`config.mk`:
```
export PLATFORM = sky130hd
export DESIGN_NAME = keypad_code_lock
export DESIGN_NICKNAME = d
export VERILOG_FILES = /design/src/design/kcl_pkg.sv /design/src/design/kcl_front.sv /design/src/design/kcl_queue.sv /design/src/design/kcl_back.sv /design/src/design/keypad_code_lock.sv
export SDC_FILE = /design/constraint.sdc
export NUM_CORES = 1
export LEC_CHECK = 0
export BUFFER_PORTS_ARGS = -buffer_cell sky130_fd_sc_hd__buf_2
export CORE_MARGIN = 10
export CORE_UTILIZATION = 35
export CTS_BUF_LIST = sky130_fd_sc_hd__clkbuf_4
export DETAILED_ROUTE_END_ITERATION = 10
export PLACE_DENSITY = 0.58
export RECOVER_POWER = 25
export SETUP_SLACK_MARGIN = 0.15
export SKIP_LAST_GASP = 1
export SLEW_MARGIN = 10
export SYNTH_ARGS = -nofsm -noshare
export SYNTH_HDL_FRONTEND = slang
export SYNTH_SLANG_ARGS = --single-unit
```
`constraint.sdc`:
```
create_clock -name clk -period 5.15 [get_ports clk]
set_input_delay 0 -clock clk [delete_from_list [all_inputs] [get_ports clk]]
set_output_delay 0 -clock clk [all_outputs]
set_load 0.02 [all_outputs]
```
`src/design/kcl_pkg.sv`:
```
package kcl_pkg;

	// Default sizes of the code buffer and the slot table
	localparam int DefCodeDigits = 4;
	localparam int DefCodeSlots  = 10;
	localparam int SlotsMax      = 10;
	localparam int DigitsMax     = 4;

	// Field widths
	localparam int DigitW   = 4;
	localparam int SlotW    = 18;
	localparam int RegW     = 54;
	localparam int TimeW    = 16;
	localparam int IdleW    = 17;
	localparam int ToneW    = 3;
	localparam int LenW     = 3;
	localparam int CfgIdxW  = 3;
	localparam int InDataW  = 8;
	localparam int OutDataW = 40;

	localparam logic [IdleW-1:0] IdleMax      = '1;
	localparam logic [TimeW-1:0] IdleTimeoutRst = 16'(1000 * 30);

	// Key codes
	localparam logic [3:0] KeyLastDigit = 4'd9;
	localparam logic [3:0] KeyDelete    = 4'd10;
	localparam logic [3:0] KeyConfirm   = 4'd11;
	localparam logic [3:0] KeyFamLeft   = 4'd12;
	localparam logic [3:0] KeyFamRight  = 4'd13;

	// Tones
	localparam logic [ToneW-1:0] ToneNone  = 3'd0;
	localparam logic [ToneW-1:0] ToneBeep  = 3'd1;
	localparam logic [ToneW-1:0] ToneOk    = 3'd2;
	localparam logic [ToneW-1:0] ToneEmpty = 3'd3;
	localparam logic [ToneW-1:0] ToneErr   = 3'd4;

	// Configuration register indexes
	typedef enum logic [CfgIdxW-1:0] {
		CFG_SLOTS_A   = 3'd0,
		CFG_SLOTS_B   = 3'd1,
		CFG_SLOTS_C   = 3'd2,
		CFG_SLOT_LAST = 3'd3,
		CFG_ONE_TIME  = 3'd4,
		CFG_TWO_TIME  = 3'd5,
		CFG_TIMEOUT   = 3'd6
	} cfg_idx_t;

	// Decoded action of one input word
	typedef enum logic [2:0] {
		ACT_NONE,
		ACT_TICK,
		ACT_DIGIT,
		ACT_DELETE,
		ACT_CONFIRM,
		ACT_OTHER
	} act_t;

	typedef struct packed {
		act_t              act;
		logic [DigitW-1:0] digit;
	} cmd_t;

	// Queue to back end handshake
	typedef struct packed {
		logic valid;
		cmd_t cmd;
	} cmd_chan_t;

endpackage

```
`src/design/kcl_front.sv`:
```
module kcl_front (
	input  logic                         opcode,
	input  logic [3:0]                   key_code,
	input  logic                         key_pressed,
	output kcl_pkg::cmd_t                cmd
);

	// Classify the word into one back-end action
	always_comb begin
		cmd.digit = key_code;
		if (opcode) begin
			cmd.act = kcl_pkg::ACT_TICK;
		end else if (!key_pressed) begin
			cmd.act = kcl_pkg::ACT_NONE;
		end else if (key_code == kcl_pkg::KeyDelete) begin
			cmd.act = kcl_pkg::ACT_DELETE;
		end else if (key_code == kcl_pkg::KeyConfirm) begin
			cmd.act = kcl_pkg::ACT_CONFIRM;
		end else if (key_code == kcl_pkg::KeyFamLeft || key_code == kcl_pkg::KeyFamRight) begin
			cmd.act = kcl_pkg::ACT_NONE;
		end else if (key_code <= kcl_pkg::KeyLastDigit) begin
			cmd.act = kcl_pkg::ACT_DIGIT;
		end else begin
			cmd.act = kcl_pkg::ACT_OTHER;
		end
	end

endmodule

```
`src/design/kcl_queue.sv`:
```
module kcl_queue (
	input  logic                  clk,
	input  logic                  arst_n,
	input  logic                  push,
	input  kcl_pkg::cmd_t         push_cmd,
	output logic                  full,
	input  logic                  pop,
	output kcl_pkg::cmd_chan_t    head
);

	logic                  wr_ptr_q;
	logic                  rd_ptr_q;
	logic [1:0]            count_q;
	kcl_pkg::cmd_t         entry_q [2];

	assign full       = (count_q == 2'd2);
	assign head.valid = (count_q != 2'd0);
	assign head.cmd   = entry_q[rd_ptr_q];

	// Advance pointers and count
	always_ff @(posedge clk or negedge arst_n) begin
		if (!arst_n) begin
			wr_ptr_q <= 1'b0;
			rd_ptr_q <= 1'b0;
			count_q  <= 2'd0;
		end else begin
			if (push) wr_ptr_q <= ~wr_ptr_q;
			if (pop)  rd_ptr_q <= ~rd_ptr_q;
			case ({push, pop})
				2'b10:   count_q <= count_q + 2'd1;
				2'b01:   count_q <= count_q - 2'd1;
				default: count_q <= count_q;
			endcase
		end
	end

	// Store the pushed word
	always_ff @(posedge clk) begin
		if (push) entry_q[wr_ptr_q] <= push_cmd;
	end

endmodule

```
`src/design/kcl_back.sv`:
```
module kcl_back #(
	parameter int CODE_DIGITS = kcl_pkg::DefCodeDigits,
	parameter int CODE_SLOTS  = kcl_pkg::DefCodeSlots
) (
	input  logic                          clk,
	input  logic                          arst_n,
	input  logic                          cfg_we,
	input  logic [kcl_pkg::CfgIdxW-1:0]   cfg_index,
	input  logic [kcl_pkg::RegW-1:0]      cfg_data,
	input  kcl_pkg::cmd_chan_t            head,
	output logic                          pop,
	output logic                          out_valid,
	input  logic                          out_ready,
	output logic [kcl_pkg::OutDataW-1:0]  out_data
);

	localparam int CntW = $clog2(CODE_DIGITS + 1);
	localparam int IdxW = (CODE_DIGITS > 1) ? $clog2(CODE_DIGITS) : 1;
	localparam logic [CntW-1:0] Full = CntW'(CODE_DIGITS);

	// Configuration registers
	logic [kcl_pkg::RegW-1:0]  slots_a_q, slots_b_q, slots_c_q;
	logic [kcl_pkg::SlotW-1:0] slot_last_q;
	logic [kcl_pkg::TimeW-1:0] one_time_q, two_time_q, timeout_q;

	// Entry state
	logic [kcl_pkg::DigitW-1:0] digits_q [CODE_DIGITS];
	logic [CntW-1:0]            count_q;
	logic [kcl_pkg::IdleW-1:0]  idle_q;

	// Result register
	logic                       out_valid_q;
	logic [kcl_pkg::OutDataW-1:0] out_data_q;

	logic [kcl_pkg::SlotW-1:0]  slot [kcl_pkg::SlotsMax];
	logic [CODE_SLOTS-1:0]      hit;
	logic [1:0]                 hit_type;
	logic                       any_hit;
	logic [CntW-1:0]            count_d;
	logic [kcl_pkg::IdleW-1:0]  idle_d;
	logic [kcl_pkg::IdleW-1:0]  idle_inc;
	logic                       digit_we;
	logic [kcl_pkg::ToneW-1:0]  tone;
	logic                       open1, open2;

	assign pop       = head.valid && (!out_valid_q || out_ready);
	assign out_valid = out_valid_q;
	assign out_data  = out_data_q;

	// Write configuration
	always_ff @(posedge clk or negedge arst_n) begin
		if (!arst_n) begin
			slots_a_q   <= '0;
			slots_b_q   <= '0;
			slots_c_q   <= '0;
			slot_last_q <= '0;
			one_time_q  <= '0;
			two_time_q  <= '0;
			timeout_q   <= kcl_pkg::IdleTimeoutRst;
		end else if (cfg_we) begin
			case (cfg_index)
				kcl_pkg::CFG_SLOTS_A:   slots_a_q   <= cfg_data;
				kcl_pkg::CFG_SLOTS_B:   slots_b_q   <= cfg_data;
				kcl_pkg::CFG_SLOTS_C:   slots_c_q   <= cfg_data;
				kcl_pkg::CFG_SLOT_LAST: slot_last_q <= cfg_data[kcl_pkg::SlotW-1:0];
				kcl_pkg::CFG_ONE_TIME:  one_time_q  <= cfg_data[kcl_pkg::TimeW-1:0];
				kcl_pkg::CFG_TWO_TIME:  two_time_q  <= cfg_data[kcl_pkg::TimeW-1:0];
				kcl_pkg::CFG_TIMEOUT:   timeout_q   <= cfg_data[kcl_pkg::TimeW-1:0];
				default: ;
			endcase
		end
	end

	// Unpack slot table
	always_comb begin
		for (int k = 0; k < 3; k++) begin
			slot[k]     = slots_a_q[kcl_pkg::SlotW*k +: kcl_pkg::SlotW];
			slot[k + 3] = slots_b_q[kcl_pkg::SlotW*k +: kcl_pkg::SlotW];
			slot[k + 6] = slots_c_q[kcl_pkg::SlotW*k +: kcl_pkg::SlotW];
		end
		slot[9] = slot_last_q;
	end

	// Compare the entry with every slot in parallel
	always_comb begin
		for (int k = 0; k < CODE_SLOTS; k++) begin
			hit[k] = (slot[k][17:16] != 2'b00);
			for (int d = 0; d < CODE_DIGITS; d++) begin
				if (slot[k][kcl_pkg::DigitW*d +: kcl_pkg::DigitW] != digits_q[d]) hit[k] = 1'b0;
			end
		end
		any_hit  = |hit;
		hit_type = 2'b00;
		for (int k = CODE_SLOTS - 1; k >= 0; k--) begin
			if (hit[k]) hit_type = slot[k][17:16];
		end
	end

	assign idle_inc = (idle_q != kcl_pkg::IdleMax) ? idle_q + 1'b1 : idle_q;

	// Next entry state and tone
	always_comb begin
		count_d  = count_q;
		idle_d   = idle_q;
		digit_we = 1'b0;
		tone     = kcl_pkg::ToneNone;
		open1    = 1'b0;
		open2    = 1'b0;
		case (head.cmd.act)
			kcl_pkg::ACT_TICK: begin
				idle_d = idle_inc;
				if (count_q != '0 && idle_inc > {1'b0, timeout_q}) begin
					idle_d  = '0;
					count_d = '0;
					tone    = kcl_pkg::ToneEmpty;
				end
			end
			kcl_pkg::ACT_DELETE: begin
				idle_d = '0;
				if (count_q != '0) begin
					count_d = count_q - 1'b1;
					tone    = kcl_pkg::ToneBeep;
				end else begin
					tone = kcl_pkg::ToneEmpty;
				end
			end
			kcl_pkg::ACT_CONFIRM: begin
				idle_d  = '0;
				count_d = '0;
				if (count_q == Full && any_hit) begin
					tone  = kcl_pkg::ToneOk;
					open1 = hit_type[0];
					open2 = hit_type[1];
				end else begin
					tone = kcl_pkg::ToneErr;
				end
			end
			kcl_pkg::ACT_DIGIT, kcl_pkg::ACT_OTHER: begin
				idle_d = '0;
				if (count_q >= Full) begin
					tone    = kcl_pkg::ToneErr;
					count_d = '0;
				end else if (head.cmd.act == kcl_pkg::ACT_DIGIT) begin
					digit_we = 1'b1;
					count_d  = count_q + 1'b1;
					tone     = kcl_pkg::ToneBeep;
				end
			end
			default: ;
		endcase
	end

	// Update entry state on each popped word
	always_ff @(posedge clk or negedge arst_n) begin
		if (!arst_n) begin
			count_q <= '0;
			idle_q  <= '0;
		end else if (pop) begin
			count_q <= count_d;
			idle_q  <= idle_d;
		end
	end

	// Append digit
	always_ff @(posedge clk) begin
		if (pop && digit_we) digits_q[count_q[IdxW-1:0]] <= head.cmd.digit;
	end

	// Hold result until taken
	always_ff @(posedge clk or negedge arst_n) begin
		if (!arst_n) begin
			out_valid_q <= 1'b0;
		end else if (pop) begin
			out_valid_q <= 1'b1;
		end else if (out_ready) begin
			out_valid_q <= 1'b0;
		end
	end

	always_ff @(posedge clk) begin
		if (pop) begin
			out_data_q <= {kcl_pkg::LenW'(count_d),
				(open2 ? two_time_q : kcl_pkg::TimeW'(0)), open2,
				(open1 ? one_time_q : kcl_pkg::TimeW'(0)), open1,
				tone};
		end
	end

endmodule

```
`src/design/keypad_code_lock.sv`:
```
// Channel   Dir  Handshake               Contents
// s_axis    in   s_axis_tvalid/tready    key event or 1 ms tick
// m_axis    out  m_axis_tvalid/tready    tone, lock openings, entry length
// cfg       in   cfg_we                  code slots, unlock times, idle timeout
//
// One word per cycle sustained while the output is not stalled.
// Front end decodes the word into a two-entry queue; back end updates the entry
// and compares all code slots in parallel, then holds the result in an output register.
// A stalled output fills the queue, after which s_axis_tready drops.
// Reset clears entry/idle counts and configuration, timeout to default; no clearing pass.
module keypad_code_lock #(
	parameter int CODE_DIGITS = kcl_pkg::DefCodeDigits,
	parameter int CODE_SLOTS  = kcl_pkg::DefCodeSlots
) (
	input  logic                          clk,
	input  logic                          arst_n,
	input  logic                          s_axis_tvalid,
	output logic                          s_axis_tready,
	// [3:0] key_code, [4] key_pressed, [7:5] zero
	input  logic [kcl_pkg::InDataW-1:0]   s_axis_tdata,
	// [0] opcode
	input  logic                          s_axis_tuser,
	output logic                          m_axis_tvalid,
	input  logic                          m_axis_tready,
	// [2:0] tone, [3] open_lock_one, [19:4] lock_one_duration,
	// [20] open_lock_two, [36:21] lock_two_duration, [39:37] entry_length
	output logic [kcl_pkg::OutDataW-1:0]  m_axis_tdata,
	input  logic                          cfg_we,
	input  logic [kcl_pkg::CfgIdxW-1:0]   cfg_index,
	input  logic [kcl_pkg::RegW-1:0]      cfg_data
);

	kcl_pkg::cmd_t      front_cmd;
	kcl_pkg::cmd_chan_t head;
	logic               full;
	logic               push;
	logic               pop;

	assign s_axis_tready = !full;
	assign push          = s_axis_tvalid && !full;

	kcl_front u_front (
		.opcode      (s_axis_tuser),
		.key_code    (s_axis_tdata[3:0]),
		.key_pressed (s_axis_tdata[4]),
		.cmd         (front_cmd)
	);

	kcl_queue u_queue (
		.clk      (clk),
		.arst_n   (arst_n),
		.push     (push),
		.push_cmd (front_cmd),
		.full     (full),
		.pop      (pop),
		.head     (head)
	);

	kcl_back #(
		.CODE_DIGITS (CODE_DIGITS),
		.CODE_SLOTS  (CODE_SLOTS)
	) u_back (
		.clk       (clk),
		.arst_n    (arst_n),
		.cfg_we    (cfg_we),
		.cfg_index (cfg_index),
		.cfg_data  (cfg_data),
		.head      (head),
		.pop       (pop),
		.out_valid (m_axis_tvalid),
		.out_ready (m_axis_tready),
		.out_data  (m_axis_tdata)
	);

endmodule

```
Yosys cells after proc, flatten, opt, wreduce, memory -nomap -nowiden. Memory sizes are Yosys's and may differ from the RTL's. Index checks and enable logic that the tools add are counted.

Add/subtract/negate cells: 5. Multipliers: 0. Divide/modulo/power cells: 0. Order comparisons: 3. Equal/unequal tests: 60. Shifts and indexed selects: 0. Mux-type cells: 84. Bitwise operators: 2. Reductions and logical operators: 36.

Operator list (number): $ne A4 B4 Y1 (40); $mux W1 (54); $mux W3 (12); $mux W17 (2); $pmux W17 S2 (1); $reduce_bool A2 Y1 (14); $mux W2 (12); $pmux W3 S4 (2); $eq A3 B3 Y1 const B (6); $add A17 B1 Y17 const B (1); $gt A17 B16 Y1 (1); $ne A17 B17 Y1 const B (1); $eq A4 B4 Y1 const B (4); $reduce_and A2 Y1 (8); $eq A3 B2 Y1 const B (4); $reduce_or A10 Y1 (1); $eq A3 B1 Y1 const B (2); $logic_and A1 B1 Y1 (5); $eq A2 B2 Y1 const B (2); $le A4 B4 Y1 const B (1); $pmux W2 S2 (1); $reduce_or A4 Y1 (1); $add A3 B1 Y3 const B (1); $ge A3 B3 Y1 const B (1); other kinds (10) (13).

Register bits: 293. Bits in latches: 0. RAM bits: 30. Memory bits (read-only): 0. Bits of input ports: 71. Output and inout bits: 42. Word-level logic and storage cells: 208. Memories: 2.

Memories: u_back.digits_q (words 4, width 4, rd ports 4, clocked after memory_dff 0, wr ports 1, RTL line kcl_back.sv:27) `logic [kcl_pkg::DigitW-1:0] digits_q [CODE_DIGITS];`; u_queue.entry_q (words 2, width 7, rd ports 1, clocked after memory_dff 0, wr ports 1, RTL line kcl_queue.sv:14) `kcl_pkg::cmd_t entry_q [2];`.

Longest topological paths before layout. An unclocked memory read counts as a cell.

Depth after elaboration: 18. Mapped depth: 20.

Hierarchy. From an unflattened synthesis, not the netlist that was laid out.

Cell total of the unflattened synthesis: 1301. Area total of the unflattened synthesis: 15986.6 um^2.

Modules (own cells, without submodules): kcl_back (times used 1, cells each 1249, area an instance 15197.1 um^2, seq. area each 7921.3 um^2); kcl_queue (times used 1, cells each 38, area an instance 693.2 um^2, seq. area each 520.5 um^2); kcl_front (times used 1, cells each 12, area an instance 86.3 um^2, seq. area each 0.0 um^2); keypad_code_lock (times used 1, cells each 2, area an instance 10.0 um^2, seq. area each 0.0 um^2).

Worst setup path before layout. No wires, ideal clock.

Kind: register -> register. Start point: register u_back.idle_q[7] (netlist name). End point: register u_back.idle_q[8] (netlist name). Arrival time: 4.050 ns. Data required time: 5.068 ns. Path slack: 1.017 ns. Cell stages (with the launch flop): 20. Buffers on the path: 4. Clock period less this slack: 4.133 ns. Path through: dfrtp_1 -> buf_2 -> and4_1 -> and3_1 -> nand4_1 -> and4_1 -> clkbuf_1 -> nor2b_1 -> buf_2 -> nand3_1 -> xnor2_1 -> ha_1 -> nand4_1 -> or4_1 -> o221ai_1 -> a21oi_1 -> o31ai_2 -> clkbuf_1 -> nand4_1 -> mux2i_1.

Longest elaborated chain between the ends: 6. Elaborated cells on any way between the ends: 7.

Ends and longest elaborated chain: from (decl) (RTL line kcl_back.sv:29) `logic [kcl_pkg::IdleW-1:0] idle_q;`; from (signal assigned) (RTL line kcl_back.sv:160) `idle_q <= idle_d;`; $add A17 B1 Y17 / $ne A17 B17 Y1 (equally long branches) (RTL line kcl_back.sv:99) `assign idle_inc = (idle_q != kcl_pkg::IdleMax) ? idle_q + 1'b1 : idle_q;`; $mux W17 * (RTL line kcl_back.sv:99); $gt A17 B16 Y1 (RTL line kcl_back.sv:112) `if (count_q != '0 && idle_inc > {1'b0, timeout_q}) begin`; $logic_and A1 B1 Y1 (RTL line kcl_back.sv:112); $mux W17 * (RTL line kcl_back.sv:112); $pmux W17 S2 * (RTL line kcl_back.sv:109) `case (head.cmd.act)`.

Every way passes the cells marked *; elsewhere a longest branch is shown, timed or not. A chain may end at the register's enable or synchronous reset.

Worst setup path after layout.
Start point: register u_back.idle_q[7] (netlist name). End point: register u_back.idle_q[7] (netlist name).

The elaborated chain is that of the path after synthesis.

==> flow_summary.json <==
{
  "synthDominantCellAreaShare_pct": 39.5,
  "placeableCoreArea_um2": 44100,
  "powerDensity_nw_per_um2": 416,
  "cts_tree": "done",
  "multiInputGateArea_um2": 6630,
  "whs_ns": 0.0578,
  "hold_violations": 0,
  "synthMostInstantiatedCell": "sky130_fd_sc_hd__dfrtp_1",
  "synthMuxAreaShare_pct": 17.5,
  "placement.io_buffers": 109,
  "final-setup-viol-count": 0,
  "htreeDepth": 3,
  "run_status": "complete, but fails checks",
  "critical_path.cell_chain": "and4_1 -> and3_1 -> nand4_1 -> and4_1 -> nor2b_1 -> nand3_1 -> xnor2_1 -> ha_1 -> nand4_1 -> or4_1 -> o221ai_1 -> a21oi_1 -> o31ai_2 -> buf_4 -> a21oi_1 -> mux2i_1",
  "vdd_ir_drop_max_mv": 0.200,
  "postSynth.topFlopCell": "sky130_fd_sc_hd__dfrtp_1",
  "avgRoutedWirePerCell_um": 18.7,
  "num_rows": 77,
  "top_level_pins": 113,
  "post_layout_nonfiller_instances": 2116,
  "tritoncts_num_sinks": 323,
  "synth_edf_count": 70,
  "failed_checks": "max-capacitance violations, max-slew violations",
  "critical-path-slowest-cell": "sky130_fd_sc_hd__nor2b_1",
  "pwr_total_mw": 7.83,
  "die_x_um": 231,
  "max_slew.worst_pin.slew_ns": 3.28,
  "synthAdderAreaFrac_pct": 2.01,
  "synth-simple-area-share_pct": 7.44,
  "detail_route.iter0.violations": 459,
  "worstHoldPathType": "input port to register",
  "number_of_antenna_violations_at_the_first_check_in_global_routing": 5,
  "clock_skew_ns": 0.0762,
  "final-seq-area_um2": 8440,
  "maxClockFrequency_mhz": 215,
  "total_setup_buffers_inserted_after_cts": 0,
  "synth_xor_xnor_area_share_pct": 10.2,
  "post_synth_main_area_contributors": "sky130_fd_sc_hd__dfrtp_1 (40%), sky130_fd_sc_hd__mux2_2 (17%), sky130_fd_sc_hd__edfxtp_1 (13%), sky130_fd_sc_hd__xnor2_1 (7.0%), sky130_fd_sc_hd__xor2_1 (2.8%)",
  "die_y_um": 231,
  "reg2reg_from": "u_back.idle_q[7]$_DFFE_PN0P_",
  "sequential_element_share_of_the_synthesized_area_pct": 54.2,
  "grt_start_max_net_pins": 131,
  "max-slew-margin-rel_pct": -118,
  "synth-compound-area-share_pct": 5.29,
  "finish.net_count": 1544,
  "cts_made_buffers": 92,
  "grt_overflow": 0,
  "min_delay_worst_endpoint": "u_back.slots_a_q[34]$_DFFE_PN0P_",
  "postSynthRegisterBits": 323,
  "avgSynthCellArea_um2": 13.1,
  "leakagePower_nw": 7.79,
  "ff2ff_path_depth": 16,
  "largest_family_of_logic_cells_by_synthesized_area": "multiplexers",
  "critical_path.startpoint": "u_back.idle_q[7]$_DFFE_PN0P_",
  "critical_path_peak_fanout": 14,
  "nFillCells": 4265,
  "worstSetupPathType": "register to register",
  "first_global_vias": 10769,
  "final_area_um2": 18800,
  "die_area_um2": 53300,
  "min_period_over_period_pct": 90.3,
  "number_of_max_slew_violations_in_the_final_report": 255,
  "timing.hold.worst.start": "cfg_data[34]",
  "syn_nets": 1284,
  "drcViolationCount": 0,
  "hpwl_mm": 25.7,
  "final.setup.tns_ns": 0,
  "rsz0062_at_grt": "false",
  "initial_cell_density_of_the_core_pct": 35.3,
  "synth_top_area_cell": "sky130_fd_sc_hd__dfrtp_1",
  "cts-root-to-sink-buffers": 3,
  "critical_path_required_ns": 5.85,
  "ant_nets": 0,
  "regToRegSetupSlack_ns": 0.50,
  "grt_first_pass_wirelength_mm": 61.4,
  "insertion_delay_ns": 0.80,
  "cp-start-kind": "register",
  "syn2layout_area_growth_pct": 20.8,
  "fin_crit_ns": 4.65,
  "yosys_warnings": 0,
  "place_area_um2": 16700,
  "critical_path.reg2reg.endpoint": "u_back.idle_q[7]$_DFFE_PN0P_",
  "synth_cell_types": 59,
  "detailroute.via_count": 10173,
  "maxCapViolCount": 2,
  "mappedNetlistArea_um2": 15600,
  "place.detailed.instances": 1845,
  "clock-root-buffer": "sky130_fd_sc_hd__clkbuf_4",
  "routed_wl_mm": 39.6,
  "post_synth_most_frequent_cells": "sky130_fd_sc_hd__dfrtp_1 (246), sky130_fd_sc_hd__mux2_2 (231), sky130_fd_sc_hd__xnor2_1 (125)",
  "number_of_instances_on_the_worst_hold_path": 3,
  "worst_setup_path_end_kind": "register",
  "path_clk_slew_ns": 0.07,
  "syn-instance-count": 1188,
  "grtUsageTotal_pct": 14.8,
  "synth-async-reset-ratio_pct": 78.3,
  "crit_arrival_ns": 5.35,
  "gp_congestion": 0.834,
  "drt_pre_antenna_iters": 4,
  "critPathMaxStageDelay_ns": 0.51,
  "layout-drive-gt1-share_pct": 34.8,
  "post_drt_via_cell_ratio": 4.81
}
## worst max-delay path, delay by kind of cell (launching register included)
family / cells / cell delay, ns
fa+ha+maj: 1 / 0.30
simple gates: 8 / 2.30
xor+xnor: 1 / 0.19
mux: 1 / 0.17
buf+inv: 1 / 0.28
compound gates: 4 / 0.86
flops: 1 / 0.46
## kinds of logic after synthesis
| logic type | Yosys count |
|---|---|
| DFF | 323 |
| muxes | 244 |
| and+or+nand+nor | 204 |
| xor gates and xnor gates | 178 |
| AOI/OAI and AO/OA | 108 |
| buffers and inverters | 106 |
| adders and majority gates | 25 |
## worst max path at each step
stage,slack (ns),cells past startpoint,to
global route,0.19,16,u_back.idle_q[7]$_DFFE_PN0P_
CTS,0.60,16,u_back.idle_q[7]$_DFFE_PN0P_
detailed placement,0.62,16,u_back.idle_q[7]$_DFFE_PN0P_
floorplan,1.02,19,u_back.idle_q[8]$_DFFE_PN0P_
finish,0.50,16,u_back.idle_q[7]$_DFFE_PN0P_
global placement,0.72,16,u_back.idle_q[7]$_DFFE_PN0P_
## final cells by class
class	instances	area share, %
Clock inverter	32	0.858
Tap cell	592	3.94
Sequential cell	323	44.9
Antenna cell	3	0.0399
Inverter	51	1.02
Clock buffer	135	5.39
Timing Repair Buffer	221	8.63
Multi-Input combinational cell	759	35.2
## layer usage
layer | GRT usage, % | up-vias | share of wire [%]
met3 | 3.07 | 69 | 3.9
met2 | 24.2 | 196 | 48
met1 | 18.8 | 5072 | 45
li1 | - | 4834 | -
met5 | 0 | - | 0.018
met4 | 6.13 | 2 | 2.6
## what timing repair did
action / CTS / global route
hold buffers: 101 / 0
hold endpoints to repair: 384 / 0
resized for setup: 0 / 0
## stage by stage
stage | util, % | worst slack, ns
after global placement | 37.8 | 0.716
after CTS | 42.7 | 0.602
after detailed placement | 37.8 | 0.620
final | 42.6 | 0.501
after global routing | 42.6 | 0.192
after floorplan | - | 1.02
## registers in the layout (all words and copies together), names as in the netlist
| register | cells |
|---|---|
| u_back.count_q | 3 |
| u_queue.rd_ptr_q | 1 |
| u_back.idle_q | 17 |
| u_back.slots_c_q | 54 |
| u_back.one_time_q | 16 |
| u_back.slots_a_q | 54 |
| u_back.out_valid | 1 |
| u_back.out_data | 40 |
| u_queue.wr_ptr_q | 1 |
| u_queue.count_q | 2 |
| u_back.slot_last_q | 18 |
| u_back.digits_q | 16 |
| u_back.two_time_q | 16 |
| u_queue.entry_q | 14 |
| u_back.slots_b_q | 54 |
| u_back.timeout_q | 16 |
## layout by cell type, fill, tap and decap left out, types with 24 or more instances in the layout
cell type	n
sky130_fd_sc_hd__dfrtp_1	246
sky130_fd_sc_hd__mux2_2	231
sky130_fd_sc_hd__clkbuf_4	135
sky130_fd_sc_hd__xnor2_1	125
sky130_fd_sc_hd__buf_2	103
sky130_fd_sc_hd__dlygate4sd3_1	100
sky130_fd_sc_hd__edfxtp_1	70
sky130_fd_sc_hd__xor2_1	50
sky130_fd_sc_hd__inv_1	50
sky130_fd_sc_hd__nand2_1	40
sky130_fd_sc_hd__nand4_1	27
sky130_fd_sc_hd__ha_1	25
sky130_fd_sc_hd__nor2_1	24
## power breakdown
group | internal, mW | leakage, nW | total, mW | switching (mW)
logic | 0.864 | 3.36 | 1.82 | 0.958
registers | 3.26 | 3.74 | 3.65 | 0.392
clock network | 1.25 | 0.695 | 2.36 | 1.10
Power figures use the tool's default switching activity.
